`config.mk`:
```
export PLATFORM = sky130hd
export DESIGN_NAME = dpa_ctrl
export DESIGN_NICKNAME = d
export VERILOG_FILES = /design/src/rtl/dpa_pkg.sv /design/src/rtl/dpa_ctrl.sv
export SDC_FILE = /design/constraint.sdc
export NUM_CORES = 1
export LEC_CHECK = 0
export ABC_AREA = 0
export CORE_AREA = 2 2 39 41
export CTS_BUF_LIST = sky130_fd_sc_hd__clkbuf_4
export CTS_CLUSTER_SIZE = 10
export DETAILED_ROUTE_END_ITERATION = 8
export DIE_AREA = 0 0 41 43
export DONT_BUFFER_PORTS = 1
export RECOVER_POWER = 100
export SYNTH_ARGS = -nofsm -noshare
export SYNTH_HDL_FRONTEND = slang
export SYNTH_SLANG_ARGS = --single-unit
```
`constraint.sdc`:
```
create_clock -name clock -period 2.05 [get_ports clock]
set_input_delay 0.41 -clock clock [delete_from_list [all_inputs] [get_ports clock]]
set_output_delay 0.41 -clock clock [all_outputs]
set_load 0.05 [all_outputs]
```
`src/rtl/dpa_pkg.sv`:
```
`timescale 1ns / 1ps
`default_nettype none
// ----------------------------------------------------------------------------
// Dual pool page allocator package
// Shared request and response types, field codes, flag layout and the
// command and status bundles between the controller and the datapath.
// ----------------------------------------------------------------------------
package dpa_pkg;

   localparam int PAGES_W = 11;
   localparam int ADDR_W  = 32;
   localparam int FLAGS_W = 2;
   localparam int CSR_AW  = 4;
   localparam int CSR_DW  = 32;

   localparam int TAKEN_BIT = 0;
   localparam int LAST_BIT  = 1;

   localparam int SMALL_SHIFT = 8;
   localparam int LARGE_SHIFT = 12;

   localparam logic OP_ALLOC = 1'b0;
   localparam logic OP_FREE  = 1'b1;

   localparam logic POOL_SMALL = 1'b0;
   localparam logic POOL_LARGE = 1'b1;

   localparam logic [1:0] ST_DONE    = 2'd0;
   localparam logic [1:0] ST_NOSPACE = 2'd1;
   localparam logic [1:0] ST_REJECT  = 2'd2;

   localparam logic [1:0] REG_SMALL_PAGES = 2'd0;
   localparam logic [1:0] REG_LARGE_PAGES = 2'd1;
   localparam logic [1:0] REG_SMALL_BASE  = 2'd2;
   localparam logic [1:0] REG_LARGE_BASE  = 2'd3;

   typedef struct packed {
      logic               op;
      logic               pool;
      logic [PAGES_W-1:0] page_count;
      logic [ADDR_W-1:0]  address;
   } req_type;

   typedef struct packed {
      logic [ADDR_W-1:0] block_address;
      logic [1:0]        status;
   } rsp_type;

   typedef struct packed {
      logic       clr_step;
      logic       load_req;
      logic       decode;
      logic       scan;
      logic       mark;
      logic       free_ck;
      logic       load_rsp;
      logic [1:0] rsp_status;
   } cmd_type;

   typedef struct packed {
      logic clr_done;
      logic op;
      logic ok;
      logic found;
      logic exhausted;
      logic mark_last;
      logic free_end;
      logic free_taken;
      logic free_last;
      logic out_free;
   } sts_type;

endpackage
`default_nettype wire

```
`src/rtl/dpa_ctrl.sv`:
```
`timescale 1ns / 1ps
`default_nettype none
// ----------------------------------------------------------------------------
// Dual pool page allocator controller
// Sequences the clearing pass, request decode, first-fit scan, run marking,
// free walk and response hand-off.
// ----------------------------------------------------------------------------
module dpa_ctrl
   import dpa_pkg::*;
(
   input  wire logic    clock,
   input  wire logic    reset,
   input  wire logic    req_valid,
   output logic         req_stall,
   input  wire sts_type sts,
   output cmd_type      cmd
);

   localparam logic [2:0] S_CLEAR   = 3'd0;
   localparam logic [2:0] S_IDLE    = 3'd1;
   localparam logic [2:0] S_DECODE  = 3'd2;
   localparam logic [2:0] S_SCAN    = 3'd3;
   localparam logic [2:0] S_MARK    = 3'd4;
   localparam logic [2:0] S_FREE_RD = 3'd5;
   localparam logic [2:0] S_FREE_CK = 3'd6;
   localparam logic [2:0] S_DONE    = 3'd7;

   logic [2:0] state_ff;
   logic [2:0] state_in;
   logic [1:0] code_ff;
   logic [1:0] code_in;

   always_comb begin
      state_in = state_ff;
      code_in  = code_ff;
      cmd      = '0;
      unique case (state_ff)
         S_CLEAR: begin
            cmd.clr_step = 1'b1;
            if (sts.clr_done) begin
               state_in = S_IDLE;
            end
         end
         S_IDLE: begin
            if (req_valid) begin
               cmd.load_req = 1'b1;
               state_in     = S_DECODE;
            end
         end
         S_DECODE: begin
            cmd.decode = 1'b1;
            if (!sts.ok) begin
               code_in  = ST_REJECT;
               state_in = S_DONE;
            end else if (sts.op == OP_FREE) begin
               state_in = S_FREE_RD;
            end else begin
               state_in = S_SCAN;
            end
         end
         S_SCAN: begin
            cmd.scan = 1'b1;
            if (sts.found) begin
               state_in = S_MARK;
            end else if (sts.exhausted) begin
               code_in  = ST_NOSPACE;
               state_in = S_DONE;
            end
         end
         S_MARK: begin
            cmd.mark = 1'b1;
            if (sts.mark_last) begin
               code_in  = ST_DONE;
               state_in = S_DONE;
            end
         end
         S_FREE_RD: begin
            if (sts.free_end) begin
               code_in  = ST_DONE;
               state_in = S_DONE;
            end else begin
               state_in = S_FREE_CK;
            end
         end
         S_FREE_CK: begin
            cmd.free_ck = 1'b1;
            if (!sts.free_taken || sts.free_last) begin
               code_in  = ST_DONE;
               state_in = S_DONE;
            end else begin
               state_in = S_FREE_RD;
            end
         end
         S_DONE: begin
            if (sts.out_free) begin
               cmd.load_rsp   = 1'b1;
               cmd.rsp_status = code_ff;
               state_in       = S_IDLE;
            end
         end
         default: begin
            state_in = S_IDLE;
         end
      endcase
   end

   always_ff @(posedge clock) begin
      if (reset) begin
         state_ff <= S_CLEAR;
         code_ff  <= ST_DONE;
      end else begin
         state_ff <= state_in;
         code_ff  <= code_in;
      end
   end

   assign req_stall = (state_ff != S_IDLE);

endmodule
`default_nettype wire

```
After elaboration in Yosys (flattened, before gate mapping)
Index checks and enable logic that the tools add are counted.
{ "op_classes": {"n_addsub": 0, "n_mul": 0, "div_mod_pow": 0, "magnitude_cmp": 0, "n_eq_ne": 18, "shift": 0, "mux": 27, "bitwise": 0, "n_reduce_logical": 6} }
{ "op_table": {"columns": ["cell", "count"], "rows": [
  ["$mux W3", 10],
  ["$pmux W3 S8", 1],
  ["$ne A2 B2 Y1 const B", 9],
  ["$mux W2", 7],
  ["$eq A3 B3 Y1 const B", 4],
  ["$pmux W2 S5", 1],
  ["$mux W1", 8],
  ["$reduce_and A7 Y1", 1],
  ["$eq A3 B2 Y1 const B", 2],
  ["$reduce_and A5 Y1", 1],
  ["$reduce_bool A5 Y1", 1],
  ["$eq A3 B1 Y1 const B", 1],
  ["$logic_not A3 Y1", 1],
  ["$ne A3 B1 Y1 const B", 1],
  ["$ne A3 B3 Y1 const B", 1],
  ["$logic_not A1 Y1", 1],
  ["$logic_or A1 B1 Y1", 1]
]} }
{ "totals": {"register_bits": 5, "latch_bits": 0, "ramBits": 0, "rom_bits": 0, "inputBits": 13, "memories": 0} }

Longest topological paths before layout
{ "depth": {"word_depth": 4, "ltp_mapped": 6} }

Least setup slack after synthesis
Ideal clock, no wire load.
{ "synth_timing": {"path_kind": "register to output", "start": "reg state_ff[2]", "end": "out cmd[7] (netlist bit)", "arrival_ns": 1.940, "required_ns": 1.640, "path_slack_ns": -0.300, "path_stages_with_launch": 5, "path_buffers": 2, "cell_sequence": "dfxtp_1 -> clkbuf_4 -> buf_2 -> or3_1 -> nor2_1"} }
{ "synth_lines": {"columns": ["item", "line", "source"], "rows": [
  ["start: declaration", "dpa_ctrl.sv:28", "logic [2:0] state_ff;"],
  ["start signal: assignment", "dpa_ctrl.sv:112", "state_ff <= state_in;"],
  ["end: declaration", "dpa_ctrl.sv:16", "output cmd_type cmd"]
]} }

==> metrics.csv <==
stage,metric,value,unit
route,via count,558,
hold_path,hold path start,reset,
sta,Achievable Freq,0.515,GHz
cts,CTS root buf,clkbuf_4,
layout,layout cells sized above 1,25.0,%
synthesis,ys async rst share,0,%
sta,unrepaired setup endpoints after global routing,false,
synthesis,Post-synth EDFFs,0,
synthesis,Yosys top cell area share,19.1,%
worst_setup_path,"Max stage delay cell, worst path",dfxtp_1,
worst_setup_path,reg-to-reg startpoint,state_ff[2],
global_route,overflow left after global routing,0,
floorplan,Die Wd,41,um
synthesis,Avg Inst Size Synth,7.47,um^2
worst_setup_path,"Data required, critical path",1.64,ns
sta,fin crit share,94.8,%
sta,Slew Limit Headroom,61.1,%
sta,Slew Limit Fails,0,
global_route,GRT Util Overall,14.7,%
worst_setup_path,startpoint types,flop,
global_route,first-pass GRT wire length,1.81,mm
placed_design,global placement routability congestion,0.798,
hold_path,HP Class,input pin to flop,
placed_design,Port Buffers,0,
sta,worst-case clock skew,0.00310,ns
synthesis,Synth Warn #,0,
worst_setup_path,Worst setup EP type,output pin,
route,DRC viols,0,
floorplan,starting density of the core,37.8,%
synthesis,ys flop type,dfxtp_1,
layout,fin cells,96,
pwr,PD cells,638,nW/um^2
placed_design,placed cells,92,
worst_setup_path,CP max FO,20,
route,first-pass detailed-route iteration total,4,
route,ANT nets after route,0,
layout,area of the multi-input gates,362,um^2
worst_setup_path,crit path from,state_ff[2],
route,vias per std cell,5.81,
synthesis,largest area contributor in the netlist,dfxtp_1,
placed_design,pre-CTS WS,0.303,ns
cts,clk sinks,5,
worst_setup_path,"Data arrival, critical path",1.53,ns
route,routed length per instance,12.6,um
floorplan,Die H,43,um
route,WL final,1.21,mm
worst_setup_path,critical path cell sequence,"and3_1, and2_1, clkbuf_4",
run_status,status,"finished, final reports clean",
synthesis,post-synthesis sequential area ratio,19.1,%
floorplan,DIE AREA,1760,um^2
worst_setup_path,Critical Setup Path Class,flop to output pin,
cts,Worst-Skew Late Latency,0.24,ns
synthesis,net count after synthesis,83,
synthesis,"count leader, synth",nor2_1,
pwr,peak supply drop,0.000222,V
sta,Final Hold Vio Count,0,
sta,setup ws final,0.107,ns
route,DR iter-0 viols,13,
placed_design,DP HPWL,931,um
global_route,pin count of the biggest net entering global routing,21,
layout,nets,94,
placed_design,placed cell area,616,um^2
synthesis,Cells after Synth,70,
synthesis,Synth area leaders,"dfxtp_1, a21oi_1, nor2_1",
sta,"Setup violations, final",0,
global_route,number of global-route vias before repair,447,
layout,Area Overhead vs Synth,18.2,%
pwr,"Power, Total",394,uW
cts,clock buffer depth,2,
floorplan,core area,1380,um^2
cts,CTS tree,built,
floorplan,row cnt,14,
cts,CTS buffer count,3,
pwr,LEAKAGE,0.249,nW
layout,ANT cells,0,
global_route,antenna violations before repair,0,
synthesis,Seq cells post-synth,5,
synthesis,most instantiated cells after synthesis,"nor2_1, a21oi_1, dfxtp_1, inv_1, o21ai_0",
layout,Filler Cell Count,158,
synthesis,synthesized area,523,um^2
cts,clk slew on worst S/H paths,0.04,ns
cts,htree depth,1,
run,Max-Cap Viols,0,
layout,register area,101,um^2
synthesis,post-synth cell types,38,
sta,Slew @ Worst Pin,0.583,ns
cts,Post-CTS Setup Repair Bufs,0,
sta,crit path time final,1.94,ns
layout,"Design Area, Final",618,um^2
worst_setup_path,max incr delay on CP,0.68,ns
floorplan,Ports,23,
[critical path, delay by kind of cell, from the launching register on]
family	cells	cell delay [ns]
buf+inv	1	0.22
simple gates	2	0.39
flops	1	0.68
[layer usage]
metal / vias to the layer above / track usage, % / part of all wire [%]
met4: 0 / 6.00 / 0
li1: 282 / - / -
met3: 0 / 5.24 / 5.4
met1: 260 / 19.3 / 47
met2: 16 / 20.9 / 48
met5: - / 0 / 0
[repair_timing]
action                     4_1_cts  5_1_grt
setup endpoints to repair        0        1
hold buffers                     0        0
gates resized for setup          0        1
[registers in the layout, indices dropped and copies added, names as in the netlist]
name      count
code_ff       2
state_ff      3
[report_power, final]
part | internal [mW] | total [mW] | switching [mW]
registers | 0.105 | 0.122 | 0.0170
clock network | 0.0866 | 0.124 | 0.0378
logic | 0.0548 | 0.148 | 0.0928
[cell type report]
class                           count  share of cell area, %
Tap cell                           16                   3.24
Clock buffer                        4                   4.86
Sequential cell                     5                   16.4
Inverter                            5                   3.04
Multi-Input combinational cell     54                   58.5
Timing Repair Buffer               12                   14.0
[final timing paths]
check	to	cells past startpoint	slack, ns
min reg2reg	code_ff[0]	2	0.46
max	cmd[2]	3	0.11
min	state_ff[1]	1	0.23
max reg2reg	code_ff[1]	4	0.25
[cells in the final DEF, fill, tap and decap left out, drive strengths merged, types with 2 or more instances in the layout]
| cell | synthesis | routed |
|---|---|---|
| nor2 | 8 | 8 |
| nand2 | 2 | 2 |
| a21oi | 7 | 7 |
| o21ai | 5 | 5 |
| buf | 4 | 7 |
| nand2b | 2 | 2 |
| clkbuf | 2 | 9 |
| inv | 5 | 5 |
| and3 | 3 | 3 |
| dfxtp | 5 | 5 |
| nor3 | 3 | 3 |
[cells by family (layout without fill, tap and decap cells)]
kind of cell,count (synthesis),after routing,share of synthesized area (%)
flops,5,5,19.1
mux,1,1,2.87
compound gates,24,24,32.5
buf+inv,11,21,10.8
simple gates,29,29,34.7
[per-stage QoR]
step | hold WS [ns] | utilization [%] | setup TNS, ns
floorplan | 0.439 | - | -0.133
global placement | 0.463 | 44.5 | 0
detailed placement | 0.458 | 44.5 | 0
CTS | 0.229 | 46.7 | 0
global route | 0.212 | 44.7 | 0
finish | 0.231 | 44.7 | 0
Power figures use the tool's default switching activity.
